`config.mk`:
```
export PLATFORM = sky130hd
export DESIGN_NAME = qtc_ctrl
export DESIGN_NICKNAME = d
export VERILOG_FILES = /design/src/hdl/qtc_pkg.sv /design/src/hdl/qtc_ctrl.sv
export SDC_FILE = /design/constraint.sdc
export NUM_CORES = 1
export LEC_CHECK = 0
export ABC_AREA = 1
export BUFFER_PORTS_ARGS = -buffer_cell sky130_fd_sc_hd__buf_2
export CAP_MARGIN = 20
export CORE_AREA = 5 5 42 44
export DETAILED_ROUTE_END_ITERATION = 6
export DIE_AREA = 0 0 47 49
export SLEW_MARGIN = 15
export SYNTH_ARGS = -nofsm -noshare
export SYNTH_HDL_FRONTEND = slang
export SYNTH_SLANG_ARGS = --single-unit
```
`constraint.sdc`:
```
create_clock -name clock -period 1.37 [get_ports clock]
set_input_delay 0.274 -clock clock [delete_from_list [all_inputs] [get_ports clock]]
set_output_delay 0.274 -clock clock [all_outputs]
set_load 0.005 [all_outputs]
```
`src/hdl/qtc_pkg.sv`:
```
// qtc_pkg: shared types, constants and sizing functions for the quadtree leaf counter
// used by qtc_ctrl, qtc_datapath and quadtree_uniform_block_count
// depends on nothing
package qtc_pkg;

   // field widths
   localparam int SIDE_LOG2_W = 3;
   localparam int COUNT_W     = 15;
   localparam int CELL_W      = 2;

   // largest side_log2 the register can hold, its reset value and the default store side
   localparam int                     SIDE_LOG2_MAX = 7;
   localparam logic [SIDE_LOG2_W-1:0] SIDE_LOG2_RST = 3'd7;
   localparam int                     MAX_SIDE_DEF  = 128;

   // cell codes held in the store during the merge
   localparam logic [CELL_W-1:0] CELL_WHITE = 2'd0;
   localparam logic [CELL_W-1:0] CELL_BLUE  = 2'd1;
   localparam logic [CELL_W-1:0] CELL_MIXED = 2'd2;

   // controller states
   typedef enum logic [2:0] {
      ST_LOAD,
      ST_RD,
      ST_WR,
      ST_FIN_RD,
      ST_FIN_WAIT,
      ST_PUSH
   } qtc_state_type;

   // controller to datapath
   typedef struct packed {
      logic pix_wr;
      logic merge_start;
      logic rd_issue;
      logic node_write;
      logic level_next;
      logic fin_issue;
      logic fin_add;
      logic push;
   } qtc_cmd_type;

   // datapath to controller
   typedef struct packed {
      logic pix_last;
      logic side_one;
      logic q_last;
      logic level_last;
      logic last_level;
      logic out_free;
   } qtc_sts_type;

   // largest usable log2 of the side: bounded by the store and by the register
   function automatic int eff_max(input int max_side);
      int e;
      e = 0;
      while (e < SIDE_LOG2_MAX && (2 << e) <= max_side)
         e = e + 1;
      return e;
   endfunction

   // store address width, never below one bit
   function automatic int addr_w(input int max_side);
      int w;
      w = 2 * eff_max(max_side);
      return (w < 1) ? 1 : w;
   endfunction

endpackage

```
`src/hdl/qtc_ctrl.sv`:
```
// qtc_ctrl: sequencer for load, bottom-up merge, root read and result push
// depends on qtc_pkg
module qtc_ctrl (
   input  logic                 clock,
   input  logic                 reset,
   input  logic                 req_valid,
   output logic                 req_ready,
   output qtc_pkg::qtc_cmd_type cmd,
   input  qtc_pkg::qtc_sts_type sts
);

   qtc_pkg::qtc_state_type state_ff;
   qtc_pkg::qtc_state_type state_in;

   // state register
   always_ff @(posedge clock) begin
      if (reset) begin
         state_ff <= qtc_pkg::ST_LOAD;
      end else begin
         state_ff <= state_in;
      end
   end

   // next state and commands
   always_comb begin
      state_in  = state_ff;
      cmd       = '0;
      req_ready = 1'b0;
      case (state_ff)
         qtc_pkg::ST_LOAD: begin
            req_ready = 1'b1;
            if (req_valid) begin
               cmd.pix_wr = 1'b1;
               if (sts.pix_last) begin
                  cmd.merge_start = 1'b1;
                  state_in = sts.side_one ? qtc_pkg::ST_FIN_RD : qtc_pkg::ST_RD;
               end
            end
         end
         qtc_pkg::ST_RD: begin
            // four reads per node, one per cycle
            cmd.rd_issue = 1'b1;
            if (sts.q_last) begin
               state_in = qtc_pkg::ST_WR;
            end
         end
         qtc_pkg::ST_WR: begin
            cmd.node_write = 1'b1;
            if (sts.level_last && sts.last_level) begin
               state_in = qtc_pkg::ST_FIN_RD;
            end else begin
               cmd.level_next = sts.level_last;
               state_in = qtc_pkg::ST_RD;
            end
         end
         qtc_pkg::ST_FIN_RD: begin
            cmd.fin_issue = 1'b1;
            state_in = qtc_pkg::ST_FIN_WAIT;
         end
         qtc_pkg::ST_FIN_WAIT: begin
            cmd.fin_add = 1'b1;
            state_in = qtc_pkg::ST_PUSH;
         end
         qtc_pkg::ST_PUSH: begin
            // wait for the output register to free up
            if (sts.out_free) begin
               cmd.push = 1'b1;
               state_in = qtc_pkg::ST_LOAD;
            end
         end
         default: begin
            state_in = qtc_pkg::ST_LOAD;
         end
      endcase
   end

endmodule

```
# Word-level counts from Yosys, hierarchy flattened
# Index checks and enable logic that the tools add are counted.
dict set report op_classes {
  n_addsub 0
  n_mul 0
  div 0
  n_lt_le_gt_ge 0
  n_eq_ne 9
  n_shift 0
  muxes 18
  bitwise 0
  reduce_logical 3
}
# op n
set op_table {}
lappend op_table {{case mux 3 bit (6 select lines)} 1}
lappend op_table {{2-to-1 mux 3 bit} 4}
lappend op_table {{2-to-1 mux 2 bit} 5}
lappend op_table {{2-to-1 mux 1 bit} 8}
lappend op_table {{inequality test 2 bit (second input constant)} 4}
lappend op_table {{== test 3 x 2 -> 1 bit (second input constant)} 2}
lappend op_table {{== test 3 bit (second input constant)} 2}
lappend op_table {{AND reduction 4 bit} 1}
lappend op_table {{== test 3 x 1 -> 1 bit (second input constant)} 1}
lappend op_table {{logical NOT 3 bit} 1}
lappend op_table {{logical AND 1 bit} 1}
dict set report word_totals {
  reg_bits 3
  latch_bits 0
  ram_bits 0
  romBits 0
  input_bits 9
  output_inout_bits 9
  elab_cells 31
  memories 0
}

# Longest topological paths before layout
# Gate-level depths: netlist (run 1).
dict set report depth {
  ltp_word 4
  mapped_depth 8
  ltp_nobuf 7
}

# Worst setup path before layout (run 1)
# Ideal clock, no wire load.
dict set report synth_timing {
  path_kind {register -> output}
  startpoint {register state_ff[1]}
  endpoint {output port cmd[3] (netlist name)}
  arrival_time_ns 0.810
  required_time_ns 1.096
  path_slack_ns 0.286
  path_stages_with_launch 5
  n_path_buf 0
  path_cell_list {dfxtp_1 > inv_2 > nor3_4 > nand2_1 > nor2_1}
}
# element line_no
set synth_lines {}
lappend synth_lines {{start: declaration} qtc_ctrl.sv:12} ;# qtc_pkg::qtc_state_type state_ff;
lappend synth_lines {{start signal: assignment} qtc_ctrl.sv:18} ;# state_ff <= qtc_pkg::ST_LOAD;
lappend synth_lines {{start signal: assignment} qtc_ctrl.sv:20} ;# state_ff <= state_in;
lappend synth_lines {{end: declaration} qtc_ctrl.sv:8} ;# output qtc_pkg::qtc_cmd_type cmd,

==> flow_metrics.env, run 1 <==
export IMPL_h_tree_depth=1
export IMPL_rrSetupSlack_ns=0.30
export IMPL_mostFrequentLayoutCell="buf_2"
export IMPL_drcViolationCount=0
export IMPL_grt_start_max_net_pins=10
export IMPL_r2r_end="state_ff[1]"
export IMPL_numClockSinks=3
export IMPL_drt_total_wl_um=742
export IMPL_fin_skew_ns=0.00237
export IMPL_avgSynthCellArea_um2=6.85
export IMPL_die_y_um=49
export IMPL_setup_viol=0
export IMPL_yosysWarnings=0
export IMPL_drv_cap=0
export IMPL_tightestPinTransition_ns=0.185
export IMPL_hp_start="reset"
export IMPL_drive_above_1_share_pct=57.1
export IMPL_timing_final_hold_violations=0
export IMPL_synth_seq_cells=3
export IMPL_final_cell_mix="buf_2, nand2_1, inv_1"
export IMPL_ir_drop_v=0.000615
export IMPL_relSlewSlack_pct=87.7
export IMPL_whs_ns=0.237
export IMPL_start_util_pct=20.5
export IMPL_placementRows=14
export IMPL_track_usage_pct=6.13
export IMPL_wl_per_cell_um=9.39
export IMPL_synth_top_area_share_pct=20.9
export IMPL_synthFlopType="dfxtp_1"
export IMPL_final_nets=73
export IMPL_crit_type="reg2out"
export IMPL_syn_nets=51
export IMPL_tns_ns=0
export IMPL_hp_class="in2reg"
export IMPL_drv_slew=0
export IMPL_clk_pin_slew_ns=0.04
export IMPL_largest_register_ffs=3
export IMPL_clk_path_buf_depth=2
export IMPL_crit_start="state_ff[0]"
export IMPL_holdPathEnd="state_ff[1]"
export IMPL_gp_congestion=0.673
export IMPL_cp_arrival_ns=1.04
export IMPL_synth_yosys_seq_area_share_pct=20.9
export IMPL_ys_types=17
export IMPL_pin_count=18
export IMPL_period_share_pct=95.9
export IMPL_drt_iter0_drc=3
export IMPL_dr_pass1_iters=4
export IMPL_power_density_mw_per_mm2=1920
export IMPL_clock_root_buffer="clkbuf_4"
export IMPL_antenna_left=0
export IMPL_grt_pass1_wl_um=986
export IMPL_dieArea_mm2=0.00230
export IMPL_cts_tree="built"
export IMPL_postCtsHoldBufs=0
export IMPL_async_flop_share_pct=0
export IMPL_critPathRequiredTime_ns=1.10
export IMPL_overflow=0
export IMPL_crit_path_end_kind="output port"
export IMPL_syn_area_um2=288
export IMPL_die_w_um=47
export IMPL_status="finished clean"
export IMPL_vias=336
export IMPL_r2r_cells=6
export IMPL_period_minus_slack_ns=1.31
export IMPL_grt_pass1_vias=269
export IMPL_synthCells=42
export IMPL_synth_edf_count=0
export IMPL_final_util_pct=30.3
export IMPL_clock_latency_ns=0.23
export IMPL_numCtsBuffers=3
export IMPL_top_regs="state_ff x3"
export IMPL_power_leakage_uw=0.000265
export IMPL_coreArea_mm2=0.00140
export IMPL_reg2reg_from="state_ff[0]"
export IMPL_syn2layout_area_growth_pct=47.4
export IMPL_path_max_fanout=6
export IMPL_hold_path_depth=2
export IMPL_diodes=0
export IMPL_via_per_inst=4.25
export IMPL_rsz0062_at_grt="false"
export IMPL_regMostFlops="state_ff"
export IMPL_startpoint_type="flip-flop"
export IMPL_synth_top_cell_by_area="dfxtp_1"
export IMPL_dp_hpwl_um=568
export IMPL_max_clock_freq_ghz=0.761
export IMPL_antenna_found_initial=0
export IMPL_synth_area_top_cells="dfxtp_1, nand3_1, nand4_2"
export IMPL_port_buffers=17
-- worst max path at each step --
stage                   to  slack, ns  cells past startpoint
global route        cmd[3]      0.005                      5
CTS                 cmd[3]       0.01                      4
detailed placement  cmd[3]       0.18                      4
finish              cmd[3]       0.06                      4
floorplan           cmd[3]       0.29                      4
global placement    cmd[2]       0.20                      3
-- power breakdown --
group / internal (µW) / leakage (µW) / switching, µW / total [µW]
sequential: 135 / 0.0000264 / 68.0 / 203
combinational: 201 / 0.000224 / 255 / 455
clock: 109 / 0.0000150 / 45.6 / 155
total: 445 / 0.000265 / 369 / 813
-- synth_stat cells (2+ instances only) --
cell type  number
dfxtp_1         3
nor2_1          5
nand3_2         2
nand4_2         2
inv_1           6
nand2_1         6
inv_2           2
nand3_1         5
nor2_2          2
a21oi_1         2
-- kinds of logic (layout without fill, tap and decap cells) --
kind of cell | after synthesis | in the layout | share of synthesized area (%)
AOI/OAI and AO/OA | 3 | 3 | 5.65
DFF | 3 | 3 | 20.9
buffers and inverters | 10 | 31 | 16.5
and+or+nand+nor | 26 | 26 | 57.0
-- worst max-delay path, cell delays in order (launching register included) --
cell and delay, ns:
dfxtp_4 0.36, nor3_4 0.20, nand2_1 0.06, nor2_1 0.07, buf_2 0.11
-- cell type report --
type / instances / area (µm²)
fill: 172 / 977
multi-input combinational: 29 / 180
timing repair buffer: 18 / 90.1
sequential: 3 / 68.8
inverter: 9 / 38.8
clock buffer: 4 / 26.3
tap: 16 / 20.0
-- stage by stage --
step                instances  power (µW)  worst slack [ns]  area [µm²]
CTS                        78         785            0.0116         412
global placement           74         613             0.198         382
global route               79         890           0.00492         424
floorplan                  42         522             0.286         288
finish                     79         813            0.0560         424
detailed placement         74         619             0.183         382
-- per-layer routing --
layer / vias to the layer above / GRT usage [%] / wire length [µm]
li1: 176 / - / -
met1: 139 / 6.81 / 273
met2: 19 / 8.60 / 368
met3: 2 / 3.32 / 93
met4: 0 / 4.15 / 7
met5: - / 0 / 0
-- repair_timing --
item | in CTS | in global routing
pin swaps | 0 | 1
setup endpoints to repair | 8 | 2
cloned | 0 | 0
resized for setup | 3 | 3
endpoints found under the hold margin | 0 | 0
setup buffers | 0 | 1
Note: power is estimated with default switching activity, not from simulation.
==> run 2: changes to the inputs <==
--- a/config.mk
+++ b/config.mk
@@ -8,9 +8,9 @@
 export ABC_AREA = 1
 export BUFFER_PORTS_ARGS = -buffer_cell sky130_fd_sc_hd__buf_2
 export CAP_MARGIN = 20
-export CORE_AREA = 5 5 42 44
+export CORE_AREA = 2 2 39 41
 export DETAILED_ROUTE_END_ITERATION = 6
-export DIE_AREA = 0 0 47 49
+export DIE_AREA = 0 0 41 43
 export SLEW_MARGIN = 15
 export SYNTH_ARGS = -nofsm -noshare
 export SYNTH_HDL_FRONTEND = slang
==> run 2 against run 1 <==
Final area down 1.2%. Die area is 23% lower. Final cell count shrank 1.3%. Maximum frequency fell by 1.5%.
==> flow_metrics.env, run 2 (synthesis gave the netlist of run 1 again) <==
export IMPL_cp_arrival_ns=1.06
export IMPL_regArea_um2=68.8
export IMPL_die_y_um=43
export IMPL_power_leakage_uw=0.000260
export IMPL_dp_cells=74
export IMPL_gp_congestion=0.700
export IMPL_cp_depth=4
export IMPL_ir_drop_v=0.000633
export IMPL_crit_type="reg2out"
export IMPL_pin_count=18
export IMPL_r2r_end="state_ff[1]"
export IMPL_crit_end="cmd[3]"
export IMPL_postCtsHoldBufs=0
export IMPL_numCtsBuffers=3
export IMPL_reg2reg_from="state_ff[2]"
export IMPL_rsz0062_at_grt="true"
export IMPL_wl_met1_um=274
export IMPL_cp_top_family="flip-flops"
export IMPL_crit_start="state_ff[0]"
export IMPL_track_usage_pct=8.53
export IMPL_period_minus_slack_ns=1.33
export IMPL_overflow=0
export IMPL_dp_hpwl_um=498
export IMPL_wl_met2_um=254
export IMPL_slowest_delay_ns=0.38
export IMPL_hp_class="in2reg"
export IMPL_whs_ns=0.230
export IMPL_max_clock_freq_ghz=0.749
export IMPL_fin_skew_ns=0.000278
export IMPL_post_cts_setup_buffers=0
export IMPL_drv_cap=0
export IMPL_placementRows=14
export IMPL_period_share_pct=97.4
export IMPL_drt_iter0_drc=5
export IMPL_coreArea_mm2=0.00138
export IMPL_clk_pin_slew_ns=0.04
export IMPL_dieArea_mm2=0.00176
export IMPL_drv_slew=0
export IMPL_crit_chain="nor3_4 -> nand2_1 -> nor2_1 -> buf_2"
export IMPL_tightestPinTransition_ns=0.190
export IMPL_top_layer="met4"
export IMPL_clk_path_buf_depth=2
export IMPL_startpoint_type="flip-flop"
export IMPL_die_w_um=41
export IMPL_power_density_mw_per_mm2=1870
export IMPL_top_regs="state_ff x3"
export IMPL_drcViolationCount=0
export IMPL_clock_root_buffer="clkbuf_4"
export IMPL_regMostFlops="state_ff"
export IMPL_cp_num_buf_inv=1
export IMPL_fill_cells=169
export IMPL_dr_wl_met3_um=53
export IMPL_antenna_left=0
export IMPL_drive_above_1_share_pct=58.1
export IMPL_final_nets=72
export IMPL_multi_input_area_um2=183
export IMPL_crit_slowest_cell="dfxtp_4"
export IMPL_rrSetupSlack_ns=0.38
export IMPL_timing_final_hold_violations=0
export IMPL_crit_path_end_kind="output port"
export IMPL_critPathRequiredTime_ns=1.10
export IMPL_start_util_pct=20.8
export IMPL_diodes=0
export IMPL_port_buffers=17
export IMPL_status="finished clean"
export IMPL_clock_latency_ns=0.23
export IMPL_grt_start_max_net_pins=10
export IMPL_grt_pass1_vias=274
export IMPL_relSlewSlack_pct=87.3
export IMPL_via_per_inst=4.05
export IMPL_h_tree_depth=1
export IMPL_final_cells=78
export IMPL_vias=316
export IMPL_antenna_found_initial=0
export IMPL_numClockSinks=3
export IMPL_wl_per_cell_um=7.53
export IMPL_path_max_fanout=9
export IMPL_dr_pass1_iters=4
export IMPL_cts_tree="built"
export IMPL_setup_viol=0
export IMPL_grt_pass1_wl_um=1030
export IMPL_syn2layout_area_growth_pct=45.7
export IMPL_mostFrequentLayoutCell="buf_2"
export IMPL_r2r_cells=7
export IMPL_drt_total_wl_um=587
export IMPL_final_cell_mix="buf_2, nand2_1, inv_1"
export IMPL_largest_register_ffs=3
[run 2: cell types whose count changed in the layout (fill, tap and decap cells not counted), sizes merged]
cell / previous run / this run
clkbuf: 5 / 4
[run 2: how the worst min path moves through the flow]
stage               start     endpoint  slack (ns)  depth (start not counted)
floorplan           reset  state_ff[1]        0.34                          1
global placement    reset  state_ff[1]        0.48                          2
detailed placement  reset  state_ff[1]        0.47                          2
CTS                 reset  state_ff[1]        0.22                          2
global route        reset  state_ff[1]        0.23                          2
finish              reset  state_ff[1]        0.23                          2
[run 2: where the power goes]
| part | switching [µW] | total (µW) | internal, µW | leakage [µW] |
|---|---|---|---|---|
| combinational | 228 | 415 | 187 | 0.000218 |
| sequential | 80.3 | 216 | 135 | 0.0000264 |
| clock | 43.2 | 152 | 109 | 0.0000150 |
[run 2: metal layers]
layer | up-vias | track usage, %
met4 | 0 | 6.00
met5 | - | 0
li1 | 176 | -
met2 | 11 | 9.69
met1 | 127 | 12.5
met3 | 2 | 3.14
[run 2: what timing repair did]
item	in CTS	in global routing
resized for setup	3	3
pin swaps	0	0
setup endpoints to repair	8	3
[run 2: area by class of cell]
| cell class | instances | area share, % |
|---|---|---|
| multi-input cells | 29 | 43.6 |
| clock buffers | 4 | 6.27 |
| inverters | 9 | 8.66 |
| flip-flops and latches | 3 | 16.4 |
| repair buffers | 17 | 20.3 |
| well taps | 16 | 4.78 |
[run 2: through the flow]
stage                     power (µW)  setup WS [ns]  util, %  TNS, ns  cell area [µm²]
after floorplan                  522          0.286        -        0              288
after global routing             877         -0.109     30.3   -0.139              419
after detailed placement         613          0.177     27.6        0              382
after CTS                        782        0.00367     29.7        0              412
after global placement           614          0.191     27.6        0              382
final                            783         0.0355     30.3        0              419
